### config.mk
export PLATFORM = sky130hd
export DESIGN_NAME = k_permutation_enumerator_flat
export DESIGN_NICKNAME = d
export VERILOG_FILES = /design/src/rtl/kpe_pkg.sv /design/src/rtl/kpe_intf.sv /design/src/rtl/kpe_datapath.sv /design/src/rtl/kpe_ctrl.sv /design/src/rtl/k_permutation_enumerator.sv /design/src/flat_wrapper.sv
export SDC_FILE = /design/constraint.sdc
export NUM_CORES = 1
export LEC_CHECK = 0
export BUFFER_PORTS_ARGS = -buffer_cell sky130_fd_sc_hd__buf_2
export CAP_MARGIN = 20
export CORE_MARGIN = 2
export CORE_UTILIZATION = 52
export CTS_CLUSTER_SIZE = 28
export DETAILED_ROUTE_END_ITERATION = 10
export PLACE_DENSITY_LB_ADDON = 0.15
export SLEW_MARGIN = 0
export SYNTH_ARGS = -nofsm -noshare
export SYNTH_HDL_FRONTEND = slang
export SYNTH_SLANG_ARGS = --single-unit
### constraint.sdc
create_clock -name clk -period 3.3 [get_ports clk]
set_input_delay 0.165 -clock clk [delete_from_list [all_inputs] [get_ports clk]]
set_output_delay 0.165 -clock clk [all_outputs]
set_load 0.01 [all_outputs]
### src/rtl/kpe_pkg.sv
package kpe_pkg;

  // Largest set size the walk supports; register values above it saturate.
  localparam int MAX_N     = 8;
  // Number of element fields shown on the result channel.
  localparam int NUM_ELEMS = 8;
  // Width of an element field and of a configuration register.
  localparam int ELEM_W    = 4;
  // Width of a value or position count (0..MAX_N).
  localparam int CNT_W     = $clog2(MAX_N + 1);
  // Width of a stack index (0..MAX_N-1).
  localparam int IDX_W     = (MAX_N > 1) ? $clog2(MAX_N) : 1;

  typedef logic [CNT_W-1:0] cnt_t;
  typedef logic [MAX_N-1:0] vmask_t;

  // Commands from the controller to the datapath.
  typedef struct packed {
    logic clr_walk;   // empty the stack and the used mask, position to zero
    logic load_r;     // position to r, ready to backtrack
    logic fill_step;  // push the smallest unused value at the position
    logic back_step;  // pop or bump the value below the position
    logic capture;    // load the result register
    logic res_valid;  // the captured result holds a permutation
  } cmd_t;

  // Status from the datapath to the controller.
  typedef struct packed {
    logic p_at_r;     // position has reached r
    logic p_zero;     // position is at the bottom of the stack
    logic found;      // backtrack step found a larger free value
    logic out_free;   // result register can take a new item
  } sts_t;

  // Values 1..n as a mask: bit k stands for value k+1.
  function automatic vmask_t le_mask(input cnt_t n);
    vmask_t m;
    for (int k = 0; k < MAX_N; k++) begin
      m[k] = (k < int'(n));
    end
    return m;
  endfunction

  // Values strictly above v as a mask.
  function automatic vmask_t above_mask(input cnt_t v);
    vmask_t m;
    for (int k = 0; k < MAX_N; k++) begin
      m[k] = (k >= int'(v));
    end
    return m;
  endfunction

  // One-hot mask bit for value v; zero when v is not a value.
  function automatic vmask_t bit_of(input cnt_t v);
    vmask_t m;
    m = '0;
    for (int k = 0; k < MAX_N; k++) begin
      if (int'(v) == k + 1) begin
        m[k] = 1'b1;
      end
    end
    return m;
  endfunction

  // Smallest value whose bit is set in avail, or zero when none is.
  function automatic cnt_t first_free(input vmask_t avail);
    cnt_t v;
    v = '0;
    for (int k = MAX_N - 1; k >= 0; k--) begin
      if (avail[k]) begin
        v = cnt_t'(k + 1);
      end
    end
    return v;
  endfunction

endpackage

### src/rtl/kpe_intf.sv
// Request channel: one item asks for the next permutation or a rewind.
interface kpe_in_if;
  logic valid;
  logic ready;
  logic restart;

  modport source (output valid, output restart, input ready);
  modport sink (input valid, input restart, output ready);
endinterface

// Result channel: one item per request.
interface kpe_out_if;
  logic                      valid;
  logic                      ready;
  logic                      perm_valid;
  logic                      is_final;
  logic [kpe_pkg::ELEM_W-1:0] elem_0;
  logic [kpe_pkg::ELEM_W-1:0] elem_1;
  logic [kpe_pkg::ELEM_W-1:0] elem_2;
  logic [kpe_pkg::ELEM_W-1:0] elem_3;
  logic [kpe_pkg::ELEM_W-1:0] elem_4;
  logic [kpe_pkg::ELEM_W-1:0] elem_5;
  logic [kpe_pkg::ELEM_W-1:0] elem_6;
  logic [kpe_pkg::ELEM_W-1:0] elem_7;

  modport source (output valid, output perm_valid, output is_final,
                  output elem_0, output elem_1, output elem_2, output elem_3,
                  output elem_4, output elem_5, output elem_6, output elem_7,
                  input ready);
  modport sink (input valid, input perm_valid, input is_final,
                input elem_0, input elem_1, input elem_2, input elem_3,
                input elem_4, input elem_5, input elem_6, input elem_7,
                output ready);
endinterface

### src/rtl/kpe_datapath.sv
module kpe_datapath (
  input  logic               clk,
  input  logic               rst_n,
  input  kpe_pkg::cnt_t      n,
  input  kpe_pkg::cnt_t      r,
  input  kpe_pkg::cmd_t      cmd,
  output kpe_pkg::sts_t      sts,
  kpe_out_if.source          out_ch
);

  // Search stack, used-value mask and current position.
  kpe_pkg::cnt_t  stack_r [kpe_pkg::MAX_N];
  kpe_pkg::vmask_t mask_r;
  kpe_pkg::cnt_t  p_r;

  // Result register.
  logic                        out_valid_r;
  logic                        out_perm_valid_r;
  logic                        out_is_final_r;
  logic [kpe_pkg::ELEM_W-1:0]  out_elem_r [kpe_pkg::NUM_ELEMS];

  kpe_pkg::cnt_t   q;
  logic [kpe_pkg::IDX_W-1:0] fill_idx;
  logic [kpe_pkg::IDX_W-1:0] back_idx;
  kpe_pkg::cnt_t   fill_val;
  kpe_pkg::cnt_t   top_val;
  kpe_pkg::vmask_t back_mask;
  kpe_pkg::cnt_t   bump_val;
  logic            last_perm;

  // Position below the current one, where a backtrack step works.
  assign q        = p_r - kpe_pkg::cnt_t'(1);
  assign fill_idx = p_r[kpe_pkg::IDX_W-1:0];
  assign back_idx = q[kpe_pkg::IDX_W-1:0];

  // Smallest unused value for a forward fill.
  assign fill_val = kpe_pkg::first_free(~mask_r & kpe_pkg::le_mask(n));

  // Backtrack: release the value on top, then look for a larger free one.
  assign top_val   = stack_r[back_idx];
  assign back_mask = mask_r & ~kpe_pkg::bit_of(top_val);
  assign bump_val  = kpe_pkg::first_free(~back_mask & kpe_pkg::le_mask(n) &
                                         kpe_pkg::above_mask(top_val));

  // The last permutation is n, n-1, ..., n-r+1.
  always_comb begin
    last_perm = 1'b1;
    for (int i = 0; i < kpe_pkg::MAX_N; i++) begin
      if ((i < int'(r)) && (stack_r[i] != kpe_pkg::cnt_t'(int'(n) - i))) begin
        last_perm = 1'b0;
      end
    end
  end

  assign sts.p_at_r   = (p_r == r);
  assign sts.p_zero   = (p_r == '0);
  assign sts.found    = (bump_val != '0);
  assign sts.out_free = !out_valid_r || out_ch.ready;

  // Stack walk.
  always_ff @(posedge clk) begin
    if (!rst_n || cmd.clr_walk) begin
      for (int i = 0; i < kpe_pkg::MAX_N; i++) begin
        stack_r[i] <= '0;
      end
      mask_r <= '0;
      p_r    <= '0;
    end else if (cmd.load_r) begin
      p_r <= r;
    end else if (cmd.fill_step) begin
      stack_r[fill_idx] <= fill_val;
      mask_r            <= mask_r | kpe_pkg::bit_of(fill_val);
      p_r               <= p_r + kpe_pkg::cnt_t'(1);
    end else if (cmd.back_step) begin
      stack_r[back_idx] <= bump_val;
      mask_r            <= back_mask | kpe_pkg::bit_of(bump_val);
      if (bump_val != '0) begin
        p_r <= q + kpe_pkg::cnt_t'(1);
      end else begin
        p_r <= q;
      end
    end
  end

  // Result handshake flag.
  always_ff @(posedge clk) begin
    if (!rst_n) begin
      out_valid_r <= 1'b0;
    end else if (cmd.capture) begin
      out_valid_r <= 1'b1;
    end else if (out_ch.ready) begin
      out_valid_r <= 1'b0;
    end
  end

  // Result payload; everything reads zero when no permutation is given.
  always_ff @(posedge clk) begin
    if (cmd.capture) begin
      out_perm_valid_r <= cmd.res_valid;
      out_is_final_r   <= cmd.res_valid && last_perm;
      for (int i = 0; i < kpe_pkg::NUM_ELEMS; i++) begin
        out_elem_r[i] <= '0;
        if (i < kpe_pkg::MAX_N) begin
          if (cmd.res_valid && (i < int'(r))) begin
            out_elem_r[i] <= kpe_pkg::ELEM_W'(stack_r[i]);
          end
        end
      end
    end
  end

  assign out_ch.valid      = out_valid_r;
  assign out_ch.perm_valid = out_perm_valid_r;
  assign out_ch.is_final   = out_is_final_r;
  assign out_ch.elem_0     = out_elem_r[0];
  assign out_ch.elem_1     = out_elem_r[1];
  assign out_ch.elem_2     = out_elem_r[2];
  assign out_ch.elem_3     = out_elem_r[3];
  assign out_ch.elem_4     = out_elem_r[4];
  assign out_ch.elem_5     = out_elem_r[5];
  assign out_ch.elem_6     = out_elem_r[6];
  assign out_ch.elem_7     = out_elem_r[7];

endmodule

### src/rtl/kpe_ctrl.sv
module kpe_ctrl (
  input  logic          clk,
  input  logic          rst_n,
  input  logic          in_valid,
  input  logic          in_restart,
  output logic          in_ready,
  input  logic          cfg_we,
  input  kpe_pkg::cnt_t n,
  input  kpe_pkg::cnt_t r,
  input  kpe_pkg::sts_t sts,
  output kpe_pkg::cmd_t cmd
);

  localparam logic [1:0] ST_IDLE = 2'd0;
  localparam logic [1:0] ST_FILL = 2'd1;
  localparam logic [1:0] ST_BACK = 2'd2;
  localparam logic [1:0] ST_DONE = 2'd3;

  logic [1:0] state_r, state_nxt;
  logic       started_r, started_nxt;
  logic       exhausted_r, exhausted_nxt;
  logic       res_valid_r, res_valid_nxt;
  logic       st_eff;
  logic       ex_eff;

  assign in_ready = (state_r == ST_IDLE);

  // A restart item sees the walk as freshly rewound.
  assign st_eff = started_r && !in_restart;
  assign ex_eff = exhausted_r && !in_restart;

  // Next-state and command logic.
  always_comb begin
    state_nxt     = state_r;
    started_nxt   = started_r;
    exhausted_nxt = exhausted_r;
    res_valid_nxt = res_valid_r;
    cmd           = '0;

    if (cfg_we) begin
      started_nxt   = 1'b0;
      exhausted_nxt = 1'b0;
      cmd.clr_walk  = 1'b1;
    end

    case (state_r)
      ST_IDLE: begin
        if (in_valid) begin
          if (in_restart) begin
            cmd.clr_walk  = 1'b1;
            started_nxt   = 1'b0;
            exhausted_nxt = 1'b0;
          end
          if (ex_eff) begin
            res_valid_nxt = 1'b0;
            state_nxt     = ST_DONE;
          end else if (!st_eff) begin
            started_nxt = 1'b1;
            if (r > n) begin
              exhausted_nxt = 1'b1;
              res_valid_nxt = 1'b0;
              state_nxt     = ST_DONE;
            end else begin
              cmd.clr_walk = 1'b1;
              state_nxt    = ST_FILL;
            end
          end else begin
            cmd.load_r = 1'b1;
            state_nxt  = ST_BACK;
          end
        end
      end
      ST_FILL: begin
        if (sts.p_at_r) begin
          res_valid_nxt = 1'b1;
          state_nxt     = ST_DONE;
        end else begin
          cmd.fill_step = 1'b1;
        end
      end
      ST_BACK: begin
        if (sts.p_zero) begin
          exhausted_nxt = 1'b1;
          res_valid_nxt = 1'b0;
          state_nxt     = ST_DONE;
        end else begin
          cmd.back_step = 1'b1;
          if (sts.found) begin
            state_nxt = ST_FILL;
          end
        end
      end
      ST_DONE: begin
        if (sts.out_free) begin
          cmd.capture   = 1'b1;
          cmd.res_valid = res_valid_r;
          state_nxt     = ST_IDLE;
        end
      end
      default: begin
        state_nxt = ST_IDLE;
      end
    endcase
  end

  // Controller registers.
  always_ff @(posedge clk) begin
    if (!rst_n) begin
      state_r     <= ST_IDLE;
      started_r   <= 1'b0;
      exhausted_r <= 1'b0;
      res_valid_r <= 1'b0;
    end else begin
      state_r     <= state_nxt;
      started_r   <= started_nxt;
      exhausted_r <= exhausted_nxt;
      res_valid_r <= res_valid_nxt;
    end
  end

endmodule

### src/rtl/k_permutation_enumerator.sv
// Lists the ordered selections of r distinct values from 1..n in lexicographic
// order, one per request item; a request with restart set rewinds to 1..r, and
// once the last selection has gone out every request answers perm_valid 0.
// Writing either register (set_size at byte 0, pick_count at byte 4; values
// above 8 act as 8) also rewinds. The walk is a stack held in flip-flops and
// worked one position per cycle: a first or rewound request fills the
// positions from the bottom with the smallest free values, and a later one
// backtracks until a larger free value is found and refills the positions
// above it. The result sits in an output register, and the next request is
// taken while it waits.
module k_permutation_enumerator (
  input  logic        clk,
  input  logic        rst_n,
  kpe_in_if.sink      in_ch,
  kpe_out_if.source   out_ch,
  input  logic        psel,
  input  logic        penable,
  input  logic        pwrite,
  input  logic [2:0]  paddr,
  input  logic [31:0] pwdata,
  output logic [31:0] prdata,
  output logic        pready
);

  localparam logic REG_SET_SIZE   = 1'b0;
  localparam logic REG_PICK_COUNT = 1'b1;

  logic [kpe_pkg::ELEM_W-1:0] set_size_r;
  logic [kpe_pkg::ELEM_W-1:0] pick_count_r;
  logic                       cfg_we;
  kpe_pkg::cnt_t              n_eff;
  kpe_pkg::cnt_t              r_eff;
  kpe_pkg::cmd_t              cmd;
  kpe_pkg::sts_t              sts;

  assign pready = 1'b1;
  assign cfg_we = psel && penable && pwrite;

  // Configuration registers.
  always_ff @(posedge clk) begin
    if (!rst_n) begin
      set_size_r   <= kpe_pkg::ELEM_W'(4);
      pick_count_r <= kpe_pkg::ELEM_W'(2);
    end else if (cfg_we) begin
      case (paddr[2])
        REG_SET_SIZE:   set_size_r   <= pwdata[kpe_pkg::ELEM_W-1:0];
        REG_PICK_COUNT: pick_count_r <= pwdata[kpe_pkg::ELEM_W-1:0];
        default: begin
        end
      endcase
    end
  end

  // Register read-back.
  always_comb begin
    case (paddr[2])
      REG_SET_SIZE:   prdata = 32'(set_size_r);
      REG_PICK_COUNT: prdata = 32'(pick_count_r);
      default:        prdata = '0;
    endcase
  end

  // Saturate n and r to the supported set size.
  assign n_eff = (int'(set_size_r) > kpe_pkg::MAX_N) ?
                 kpe_pkg::cnt_t'(kpe_pkg::MAX_N) : kpe_pkg::cnt_t'(set_size_r);
  assign r_eff = (int'(pick_count_r) > kpe_pkg::MAX_N) ?
                 kpe_pkg::cnt_t'(kpe_pkg::MAX_N) : kpe_pkg::cnt_t'(pick_count_r);

  kpe_ctrl u_ctrl (
    .clk        (clk),
    .rst_n      (rst_n),
    .in_valid   (in_ch.valid),
    .in_restart (in_ch.restart),
    .in_ready   (in_ch.ready),
    .cfg_we     (cfg_we),
    .n          (n_eff),
    .r          (r_eff),
    .sts        (sts),
    .cmd        (cmd)
  );

  kpe_datapath u_datapath (
    .clk    (clk),
    .rst_n  (rst_n),
    .n      (n_eff),
    .r      (r_eff),
    .cmd    (cmd),
    .sts    (sts),
    .out_ch (out_ch)
  );

endmodule
### src/flat_wrapper.sv
// flat-port wrapper written by rule: the top's interface ports become plain ports
module k_permutation_enumerator_flat 
  (clk, rst_n, psel, penable, pwrite, paddr, pwdata, prdata, pready, in_ch_valid, in_ch_restart, in_ch_ready, out_ch_valid, out_ch_perm_valid, out_ch_is_final, out_ch_elem_0, out_ch_elem_1, out_ch_elem_2, out_ch_elem_3, out_ch_elem_4, out_ch_elem_5, out_ch_elem_6, out_ch_elem_7, out_ch_ready);
  kpe_in_if in_ch_i ();
  kpe_out_if out_ch_i ();
  input  logic clk;
  input  logic rst_n;
  input  logic psel;
  input  logic penable;
  input  logic pwrite;
  input  logic [2:0] paddr;
  input  logic [31:0] pwdata;
  output logic [31:0] prdata;
  output logic pready;
  input wire logic [$bits(in_ch_i.valid)-1:0] in_ch_valid;
  input wire logic [$bits(in_ch_i.restart)-1:0] in_ch_restart;
  output wire logic [$bits(in_ch_i.ready)-1:0] in_ch_ready;
  output wire logic [$bits(out_ch_i.valid)-1:0] out_ch_valid;
  output wire logic [$bits(out_ch_i.perm_valid)-1:0] out_ch_perm_valid;
  output wire logic [$bits(out_ch_i.is_final)-1:0] out_ch_is_final;
  output wire logic [$bits(out_ch_i.elem_0)-1:0] out_ch_elem_0;
  output wire logic [$bits(out_ch_i.elem_1)-1:0] out_ch_elem_1;
  output wire logic [$bits(out_ch_i.elem_2)-1:0] out_ch_elem_2;
  output wire logic [$bits(out_ch_i.elem_3)-1:0] out_ch_elem_3;
  output wire logic [$bits(out_ch_i.elem_4)-1:0] out_ch_elem_4;
  output wire logic [$bits(out_ch_i.elem_5)-1:0] out_ch_elem_5;
  output wire logic [$bits(out_ch_i.elem_6)-1:0] out_ch_elem_6;
  output wire logic [$bits(out_ch_i.elem_7)-1:0] out_ch_elem_7;
  input wire logic [$bits(out_ch_i.ready)-1:0] out_ch_ready;
  assign in_ch_i.valid = in_ch_valid;
  assign in_ch_i.restart = in_ch_restart;
  assign in_ch_ready = in_ch_i.ready;
  assign out_ch_valid = out_ch_i.valid;
  assign out_ch_perm_valid = out_ch_i.perm_valid;
  assign out_ch_is_final = out_ch_i.is_final;
  assign out_ch_elem_0 = out_ch_i.elem_0;
  assign out_ch_elem_1 = out_ch_i.elem_1;
  assign out_ch_elem_2 = out_ch_i.elem_2;
  assign out_ch_elem_3 = out_ch_i.elem_3;
  assign out_ch_elem_4 = out_ch_i.elem_4;
  assign out_ch_elem_5 = out_ch_i.elem_5;
  assign out_ch_elem_6 = out_ch_i.elem_6;
  assign out_ch_elem_7 = out_ch_i.elem_7;
  assign out_ch_i.ready = out_ch_ready;
  k_permutation_enumerator u_core (.clk(clk), .rst_n(rst_n), .in_ch(in_ch_i), .out_ch(out_ch_i), .psel(psel), .penable(penable), .pwrite(pwrite), .paddr(paddr), .pwdata(pwdata), .prdata(prdata), .pready(pready));
endmodule
==> impl_metrics.env, run 1 <==
export IMPL_finalNonFillerCells=941
export IMPL_cp_required_ps=3520
export IMPL_path_buf_inv=6
export IMPL_met1Wirelength_microns=7830
export IMPL_boundaryPins=112
export IMPL_synthSimpleGateAreaFrac_pct=20.1
export IMPL_synthCells=685
export IMPL_hp_class="in -> reg"
export IMPL_syn_to_final_growth_pct=17.3
export IMPL_synth_seq_cells=92
export IMPL_synthArstFlopShare_pct=0
export IMPL_synth_area_per_cell_sq_um=9.36
export IMPL_synth_top_cell_area_share_pct=30.9
export IMPL_multiInputGateArea_sq_um=3650
export IMPL_drive_gt1_share_pct=24.2
export IMPL_r2r_start="u_core.u_datapath.p_r[0]"
export IMPL_timing_final_hold_violations=0
export IMPL_cts_hold_buffers=0
export IMPL_via_count=5604
export IMPL_dr_max_layer_used="met4"
export IMPL_ys_types=75
export IMPL_grt_pass1_vias=5111
export IMPL_gp_congestion=0.968
export IMPL_die_w_microns=115
export IMPL_holdCritStartpoint="pwdata[1]"
export IMPL_htree_num_levels=3
export IMPL_tightestPinTransition_ps=600
export IMPL_p_per_area_nw_per_um2=749
export IMPL_hpwlAfterDp_microns=14100
export IMPL_fmax_mhz=314
export IMPL_synth_edf_count=66
export IMPL_drt_pre_antenna_iters=5
export IMPL_r2r_end="u_core.u_datapath.stack_r[2][1]"
export IMPL_nets=855
export IMPL_relSlewSlack_pct=59.9
export IMPL_nFillCells=1067
export IMPL_routed_wl_microns=18600
export IMPL_post_synth_top_count_cell="nor2_1"
export IMPL_rsz0062_at_grt="true"
export IMPL_min_delay_worst_endpoint="u_core.pick_count_r[1]"
export IMPL_wl_met2_microns=8580
export IMPL_cts_num_sinks=92
export IMPL_track_usage_pct=28.4
export IMPL_synth_common_cells="nor2_1 (79), edfxtp_1 (66), nand2_1 (66)"
export IMPL_ir_drop_mv=0.465
export IMPL_drc=0
export IMPL_worstPathArrival_ps=3400
export IMPL_viasPerCell=5.96
export IMPL_crit_family="buffers and inverters"
export IMPL_seq_area_sq_um=2500
export IMPL_crit_chain="inv_2 > ha_4 > clkbuf_16 > buf_4 > inv_2 > mux4_2 > mux2i_2 > inv_1 > nor2_1 > nand2_1 > a21oi_1 > mux2i_1 > buf_4 > nor2_1"
export IMPL_rrSetupSlack_ps=120
export IMPL_drtIter0Drc=548
export IMPL_fp_dieArea_sq_um=13200
export IMPL_synth_compound_area_share_pct=15.6
export IMPL_reg2reg_depth=14
export IMPL_wl_per_cell_microns=19.7
export IMPL_diodes=0
export IMPL_synth_area_leaders="edfxtp_1 (31%), dfxtp_1 (8.1%), nor2_1 (4.6%), ha_1 (4.5%), nand2_1 (3.9%)"
export IMPL_syn_area_sq_um=6410
export IMPL_dp_slack_ps=-37.4
export IMPL_yosysWarnings=0
export IMPL_worstSkewPairLatency_ps=360
export IMPL_finalSetupViolCount=0
export IMPL_cap_violations=0
export IMPL_dp_cells=918
export IMPL_critical_path_slowest_cell="mux4_2"
export IMPL_cts_root_buf="clkbuf_16"
export IMPL_final_min_clock_period_ps=3180
export IMPL_cpPeakStageDelay_ps=530
export IMPL_status="finished, final reports clean"
export IMPL_die_h_microns=115
export IMPL_muxShareOfSynthArea_pct=8.33
export IMPL_rows=40
export IMPL_cts_tree="built"
export IMPL_yosys_area_top_type="edfxtp_1"
export IMPL_antenna_found_initial=0
export IMPL_antenna_left=0
export IMPL_start_kind="flip-flop"
export IMPL_critPathMaxFanout=14
export IMPL_p_leak_nw=2.97
export IMPL_synth_top_family_by_area="simple AND/OR/NAND/NOR gates"
export IMPL_setup_ws_ps=118
export IMPL_path_clk_slew_ps=70
export IMPL_synth_xor_area_share_pct=5.35
export IMPL_port_buffers=52
export IMPL_holdPathStages=3
export IMPL_synth_adder_area_share_pct=4.49
export IMPL_start_util_pct=53.4
export IMPL_wl_met3_microns=1740
export IMPL_synthFlopType="edfxtp_1"
export IMPL_grt_pass1_wl_microns=28100
export IMPL_cts_buffers=9
export IMPL_coreArea_sq_um=12000
export IMPL_drv_slew=0
export IMPL_fin_crit_sh_pct=96.4
export IMPL_yosysSeqAreaShare_pct=39.0
export IMPL_critPathCaptureType="flip-flop"
export IMPL_crit_type="reg -> reg"
export IMPL_grt_max_degree=35
export IMPL_cts_buffer_depth=2
export IMPL_overflow=0
export IMPL_skew_ps=11.1
## state kept, by name, indices dropped and copies added (netlist names)
signal	cells
u_core.u_ctrl.state_r	2
u_core.u_datapath.p_r	4
u_core.u_datapath.mask_r	8
u_core.u_datapath.stack_r	32
u_core.u_ctrl.started_r	1
u_core.u_datapath.out_ch.is_final	1
u_core.u_ctrl.exhausted_r	1
u_core.set_size_r	4
u_core.u_datapath.out_ch.valid	1
u_core.u_ctrl.res_valid_r	1
u_core.u_datapath.out_ch.perm_valid	1
u_core.pick_count_r	4
u_core.u_datapath.out_elem_r	32
## cell usage in the layout, fill, tap and decap left out, types with 10 or more instances in the layout
cell,Yosys,routed
a21oi_1,30,30
and2_1,25,25
and3_1,10,10
buf_2,3,52
buf_4,30,65
clkbuf_16,0,10
conb_1,2,29
dfxtp_1,26,26
edfxtp_1,66,66
ha_1,23,22
inv_1,22,22
mux2i_1,22,21
nand2_1,66,63
nand2b_1,14,14
nand3_1,13,13
nor2_1,79,79
nor2b_1,13,13
nor3_1,13,13
o21ai_0,34,30
o21ai_1,7,10
xnor2_1,23,23
xor2_1,13,13
## report_power, final
part | switching [mW] | total (mW) | internal (mW) | leakage, nW
Sequential | 0.254 | 1.71 | 1.45 | 0.862
Clock | 0.482 | 1.00 | 0.521 | 0.136
Combinational | 1.65 | 2.92 | 1.27 | 1.97
## logic make-up (layout without fill, tap and decap cells)
logic type | after synthesis | after routing
compound gates | 147 | 148
other cells | 2 | 29
buf+inv | 80 | 161
mux | 42 | 42
xor+xnor | 37 | 37
fa+ha+maj | 23 | 23
simple gates | 262 | 262
flops | 92 | 92
## metal layers
layer  vias up  global-route usage, %
met5         -                      0
met4         0                   8.84
met3        42                   6.91
met2       277                   44.6
met1      2667                   39.0
li1       2618                      -
## stage by stage
stage / instance area [sq um] / hold WS (ps) / TNS (ps) / total power, mW / util [%]
2_1_floorplan: 6520 / 289 / 0 / 3.53 / -
3_3_place_gp: 7080 / 406 / 0 / 4.33 / 59.0
3_5_place_dp: 7080 / 413 / -181 / 4.39 / 59.0
4_1_cts: 7370 / 44.3 / 0 / 5.39 / 61.4
5_1_grt: 7520 / 62.9 / -514 / 5.91 / 62.6
6_report: 7520 / 53.8 / 0 / 5.63 / 62.6
## layout make-up
class | instances | area share [%]
Timing Repair Buffer | 120 | 10.7
Tap cell | 147 | 2.45
Clock buffer | 9 | 3.00
Inverter | 25 | 1.25
Clock inverter | 7 | 0.766
Multi-Input combinational cell | 541 | 48.5
Sequential cell | 92 | 33.3
## worst register-to-register path, stage by stage, from the launching register on
cell	delay, ps
dfxtp_1	360
inv_2	70
ha_4	270
clkbuf_16	180
buf_4	160
inv_2	130
mux4_2	530
mux2i_2	240
inv_1	200
nor2_1	210
nand2_1	90
a21oi_1	220
mux2i_1	100
buf_4	180
nor2_1	100
## what timing repair did
action / 4_1_cts / 5_1_grt
resized for setup: 3 / 18
buffers inserted: 0 / 5
setup endpoints to repair: 30 / 67
pin swaps: 0 / 2
cloned: 0 / 2
## worst max-delay path by stage
| stage | slack [ps] | to | cells after the start | startpoint |
|---|---|---|---|---|
| after global routing | -60 | u_core.u_datapath.stack_r[6][1] | 16 | u_core.set_size_r[3] |
| final | 120 | u_core.u_datapath.stack_r[2][1] | 14 | u_core.u_datapath.p_r[0] |
| after detailed placement | -40 | u_core.u_datapath.stack_r[7][0] | 12 | u_core.set_size_r[3] |
| after CTS | 3 | u_core.u_datapath.p_r[0] | 12 | u_core.u_datapath.p_r[0] |
| after global placement | 20 | u_core.u_datapath.stack_r[1][3] | 12 | u_core.pick_count_r[1] |
| after floorplan | 7 | u_core.u_datapath.stack_r[0][2] | 14 | u_core.u_datapath.p_r[0] |
Note: power is estimated with default switching activity, not from simulation.
==> run 2: changes to the inputs <==
Settings changed: CORE_UTILIZATION 52 to 23.
==> impl_metrics.env, run 2 (synthesis gave the netlist of run 1 again) <==
export IMPL_routed_wl_microns=21300
export IMPL_holdPathStages=3
export IMPL_critPathMaxFanout=11
export IMPL_critPathCaptureType="flip-flop"
export IMPL_grt_pass1_wl_microns=32100
export IMPL_layout_common_cells="buf_4 (95), nor2_1 (79), edfxtp_1 (66)"
export IMPL_tightestPinTransition_ps=674
export IMPL_holdCritStartpoint="pwdata[1]"
export IMPL_relSlewSlack_pct=54.9
export IMPL_path_clk_slew_ps=70
export IMPL_status="finished, final reports clean"
export IMPL_grt_max_degree=35
export IMPL_cap_violations=0
export IMPL_die_h_microns=171
export IMPL_htree_num_levels=3
export IMPL_antenna_left=0
export IMPL_fin_crit_sh_pct=95.8
export IMPL_via_count=5481
export IMPL_p_per_area_nw_per_um2=741
export IMPL_min_delay_worst_endpoint="u_core.pick_count_r[1]"
export IMPL_setup_ws_ps=137
export IMPL_die_w_microns=171
export IMPL_worstPathArrival_ps=3210
export IMPL_cts_hold_buffers=0
export IMPL_nets=886
export IMPL_rsz0062_at_grt="true"
export IMPL_p_leak_nw=3.14
export IMPL_syn_to_final_growth_pct=26.5
export IMPL_cts_root_buf="clkbuf_16"
export IMPL_cp_required_ps=3350
export IMPL_drv_slew=0
export IMPL_rows=61
export IMPL_overflow=0
export IMPL_power_mw=6.00
export IMPL_antenna_found_initial=0
export IMPL_r2r_end="u_core.u_datapath.stack_r[3][1]"
export IMPL_r2r_start="u_core.set_size_r[1]"
export IMPL_timing_final_hold_violations=0
export IMPL_crit_type="reg -> reg"
export IMPL_reg_largest_list="u_core.u_datapath.out_elem_r: 32 flops, u_core.u_datapath.stack_r: 32 flops, u_core.u_datapath.mask_r: 8 flops"
export IMPL_finalSetupViolCount=0
export IMPL_drive_gt1_share_pct=27.4
export IMPL_drt_pre_antenna_iters=6
export IMPL_setup_tns_ps=0
export IMPL_boundaryPins=112
export IMPL_cts_num_sinks=92
export IMPL_rrSetupSlack_ps=140
export IMPL_coreArea_sq_um=27600
export IMPL_ir_drop_mv=0.249
export IMPL_gp_congestion=0.829
export IMPL_nFillCells=2978
export IMPL_fmax_mhz=316
export IMPL_diodes=0
export IMPL_final_min_clock_period_ps=3160
export IMPL_drc=0
export IMPL_grt_pass1_vias=5237
export IMPL_skew_ps=14.3
export IMPL_drtIter0Drc=352
export IMPL_cts_tree="built"
export IMPL_hpwlAfterDp_microns=16800
export IMPL_fp_dieArea_sq_um=29200
export IMPL_viasPerCell=4.56
export IMPL_port_buffers=52
export IMPL_wl_per_cell_microns=17.7
export IMPL_reg2reg_depth=13
export IMPL_worstSkewPairLatency_ps=350
export IMPL_start_util_pct=23.2
export IMPL_dp_slack_ps=2.82
export IMPL_cts_buffers=9
export IMPL_cts_buffer_depth=2
export IMPL_start_kind="flip-flop"
export IMPL_hp_class="in -> reg"
export IMPL_final_common_cell="buf_4"
export IMPL_track_usage_pct=14.8
## run 2: cell count changes in the layout (fill, tap and decap cells not counted), sizes merged
cell / before / now
buf: 119 / 151
clkinvlp: 1 / 2
bufinv: 0 / 1
o31a: 4 / 3
inv: 27 / 25
clkinv: 4 / 3
## run 2: routing by layer
| layer | GRT usage [%] | up-vias | wire length [microns] | share of wire (%) |
|---|---|---|---|---|
| li1 | - | 2672 | - | - |
| met1 | 20.7 | 2658 | 10400 | 49 |
| met2 | 24.1 | 135 | 9770 | 46 |
| met3 | 1.78 | 16 | 798 | 3.8 |
| met4 | 3.57 | 0 | 330 | 1.6 |
| met5 | 0 | - | 0 | 0 |
## run 2: report_power, final
part,total [mW],switching (mW),internal (mW)
Sequential,1.69,0.234,1.45
Clock,1.07,0.481,0.592
Combinational,3.24,1.74,1.50
Total,6.00,2.46,3.55
## run 2: area by class of cell
class	instances	area, sq um	area share, %
clock buffers	9	225	2.78
clock inverters	6	73.8	0.911
inverters	25	93.8	1.16
multi-input cells	540	3660	45.1
flip-flops and latches	92	2500	30.9
well taps	378	473	5.83
repair buffers	152	1080	13.3
## run 2: through the flow
step	utilization, %	instances	area [sq um]	hold WS [ps]
CTS	28.9	1199	7980	36.6
global route	29.3	1202	8110	59.0
global placement	27.8	1184	7670	411
finish	29.3	1202	8110	55.8
detailed placement	27.8	1184	7670	406
floorplan	-	712	6520	289
## run 2: how the worst max path moves through the flow
stage	start	end	slack (ps)	cells after the start
2_1_floorplan	u_core.u_datapath.p_r[0]	u_core.u_datapath.stack_r[0][2]	7	14
3_3_place_gp	u_core.set_size_r[1]	u_core.u_datapath.stack_r[4][3]	-10	15
3_5_place_dp	u_core.set_size_r[3]	u_core.u_datapath.stack_r[4][3]	3	15
4_1_cts	u_core.set_size_r[1]	u_core.u_datapath.stack_r[6][3]	20	15
5_1_grt	u_core.set_size_r[1]	u_core.u_datapath.stack_r[3][3]	-40	16
6_report	u_core.set_size_r[1]	u_core.u_datapath.stack_r[3][1]	140	13
## run 2: worst max-delay path, cell delays in order, from the launching register on
cell	delay, ps
dfxtp_1	330
nor2b_1	190
inv_1	90
ha_1	290
nor2b_1	130
o21a_1	160
o21a_1	150
o21ai_0	140
o21ai_0	130
o31a_1	360
buf_12	180
a211oi_1	290
o21ai_1	200
nand2_1	220
## run 2: timing repair
item                                    CTS  global route
gates resized for setup                   3            20
endpoints found under the setup margin   19            69
pin swaps                                 0             4
gates cloned                              0             1
setup buffers                             0             2
==> run 3: changes to the inputs <==
Clock period 3.3 ns to 2.8 ns, I/O delays scaled along.
==> impl_metrics.env, run 3 (synthesis gave the netlist of run 1 again) <==
export IMPL_cts_buffer_depth=2
export IMPL_setup_ws_ps=-236
export IMPL_via_count=5789
export IMPL_drt_pre_antenna_iters=5
export IMPL_drv_slew=0
export IMPL_tightestPinTransition_ps=554
export IMPL_fmax_mhz=329
export IMPL_die_w_microns=171
export IMPL_cts_root_buf="clkbuf_16"
export IMPL_status="finished with violations"
export IMPL_drtIter0Drc=373
export IMPL_critPathCaptureType="flip-flop"
export IMPL_start_util_pct=23.2
export IMPL_dp_slack_ps=-309
export IMPL_port_buffers=52
export IMPL_power_mw=8.36
export IMPL_cap_violations=0
export IMPL_track_usage_pct=15.6
export IMPL_antenna_found_initial=0
export IMPL_worstSkewPairLatency_ps=360
export IMPL_setup_tns_ps=-7750
export IMPL_whs_ps=42.3
export IMPL_skew_ps=17.3
export IMPL_antenna_left=0
export IMPL_gp_congestion=0.863
export IMPL_cts_buffers=9
export IMPL_path_clk_slew_ps=80
export IMPL_routed_wl_microns=22700
export IMPL_drc=0
export IMPL_rows=61
export IMPL_overflow=0
export IMPL_diodes=0
export IMPL_htree_num_levels=3
export IMPL_failed_checks="negative setup slack"
export IMPL_finalSetupViolCount=52
export IMPL_hpwlAfterDp_microns=17800
export IMPL_grt_pass1_vias=5664
export IMPL_postLayoutCellArea_sq_um=9280
export IMPL_rsz0062_at_grt="true"
export IMPL_die_h_microns=171
export IMPL_drive_gt1_share_pct=42.1
export IMPL_grt_pass1_wl_microns=33900
export IMPL_place_area_sq_um=8320
export IMPL_crit_type="reg -> reg"
export IMPL_layout_common_cells="buf_4 (151), edfxtp_1 (66), nor2_1 (61)"
export IMPL_syn_to_final_growth_pct=44.8
export IMPL_dp_cells=1240
export IMPL_utilization_pct=33.6
export IMPL_fin_crit_sh_pct=108
export IMPL_final_min_clock_period_ps=3040
export IMPL_start_kind="flip-flop"
export IMPL_finalNonFillerCells=1282
export IMPL_cp_required_ps=3080
export IMPL_cts_num_sinks=92
export IMPL_reg_largest_list="u_core.u_datapath.out_elem_r: 32 flops, u_core.u_datapath.stack_r: 32 flops, u_core.u_datapath.mask_r: 8 flops"
export IMPL_viasPerCell=4.52
export IMPL_p_per_area_nw_per_um2=900
export IMPL_timing_final_hold_violations=0
export IMPL_worstPathArrival_ps=3310
export IMPL_critPathMaxFanout=6
export IMPL_ir_drop_mv=0.360
export IMPL_boundaryPins=112
export IMPL_relSlewSlack_pct=63.0
export IMPL_p_leak_nw=3.63
export IMPL_nets=965
export IMPL_hp_class="in -> reg"
export IMPL_coreArea_sq_um=27600
export IMPL_grt_max_degree=35
export IMPL_fp_dieArea_sq_um=29200
export IMPL_final_common_cell="buf_4"
export IMPL_cts_tree="built"
export IMPL_wl_per_cell_microns=17.7
run 3: changes by cell type in the layout (fill, tap and decap cells not counted), sizes merged:
cell | before | now
buf | 151 | 231
clkinvlp | 2 | 1
bufinv | 1 | 0
clkbuf | 10 | 9
clkinv | 3 | 6
run 3: per-layer routing:
metal,wire [microns],up-vias,global-route usage [%]
li1,-,2830,-
met1,10800,2781,21.4
met2,10700,163,26.2
met3,889,15,1.97
met4,293,0,3.72
met5,0,-,0
run 3: what timing repair did:
item,4_1_cts,5_1_grt
resized for setup,60,44
gates cloned,0,0
pin swaps,35,20
hold buffers,0,0
hold endpoints to repair,0,0
setup buffers,19,9
endpoints found under the setup margin,77,78
run 3: report_power, final:
group          internal (mW)  switching (mW)
Sequential              1.71           0.245
Clock                  0.616           0.606
Combinational           2.59            2.58
run 3: cell type report:
type	count	area, sq um
clock buffer	9	225
clock inverter	7	62.6
tap	378	473
multi-input combinational	540	4140
timing repair buffer	231	1770
sequential	92	2510
inverter	25	101
fill	2892	18300
run 3: worst paths after layout:
path | startpoint | end | slack [ps] | cells after the start
max | u_core.u_datapath.p_r[0] | u_core.u_datapath.mask_r[5] | -240 | 14
min | pwdata[2] | u_core.set_size_r[2] | 40 | 3
max reg2reg | u_core.u_datapath.p_r[0] | u_core.u_datapath.mask_r[5] | -240 | 14
min reg2reg | u_core.u_datapath.mask_r[0] | u_core.u_datapath.mask_r[0] | 530 | 2
run 3: critical path: stages, from the launching register on:
cell       delay, ps
dfxtp_4          370
inv_6             40
ha_4             260
buf_6            130
buf_12           120
mux2_4           290
mux4_2           530
nand2_2          120
buf_6            110
and3_4           210
o21bai_4          80
buf_4            140
a2111oi_4        220
nand2_1          110
a311oi_2         220
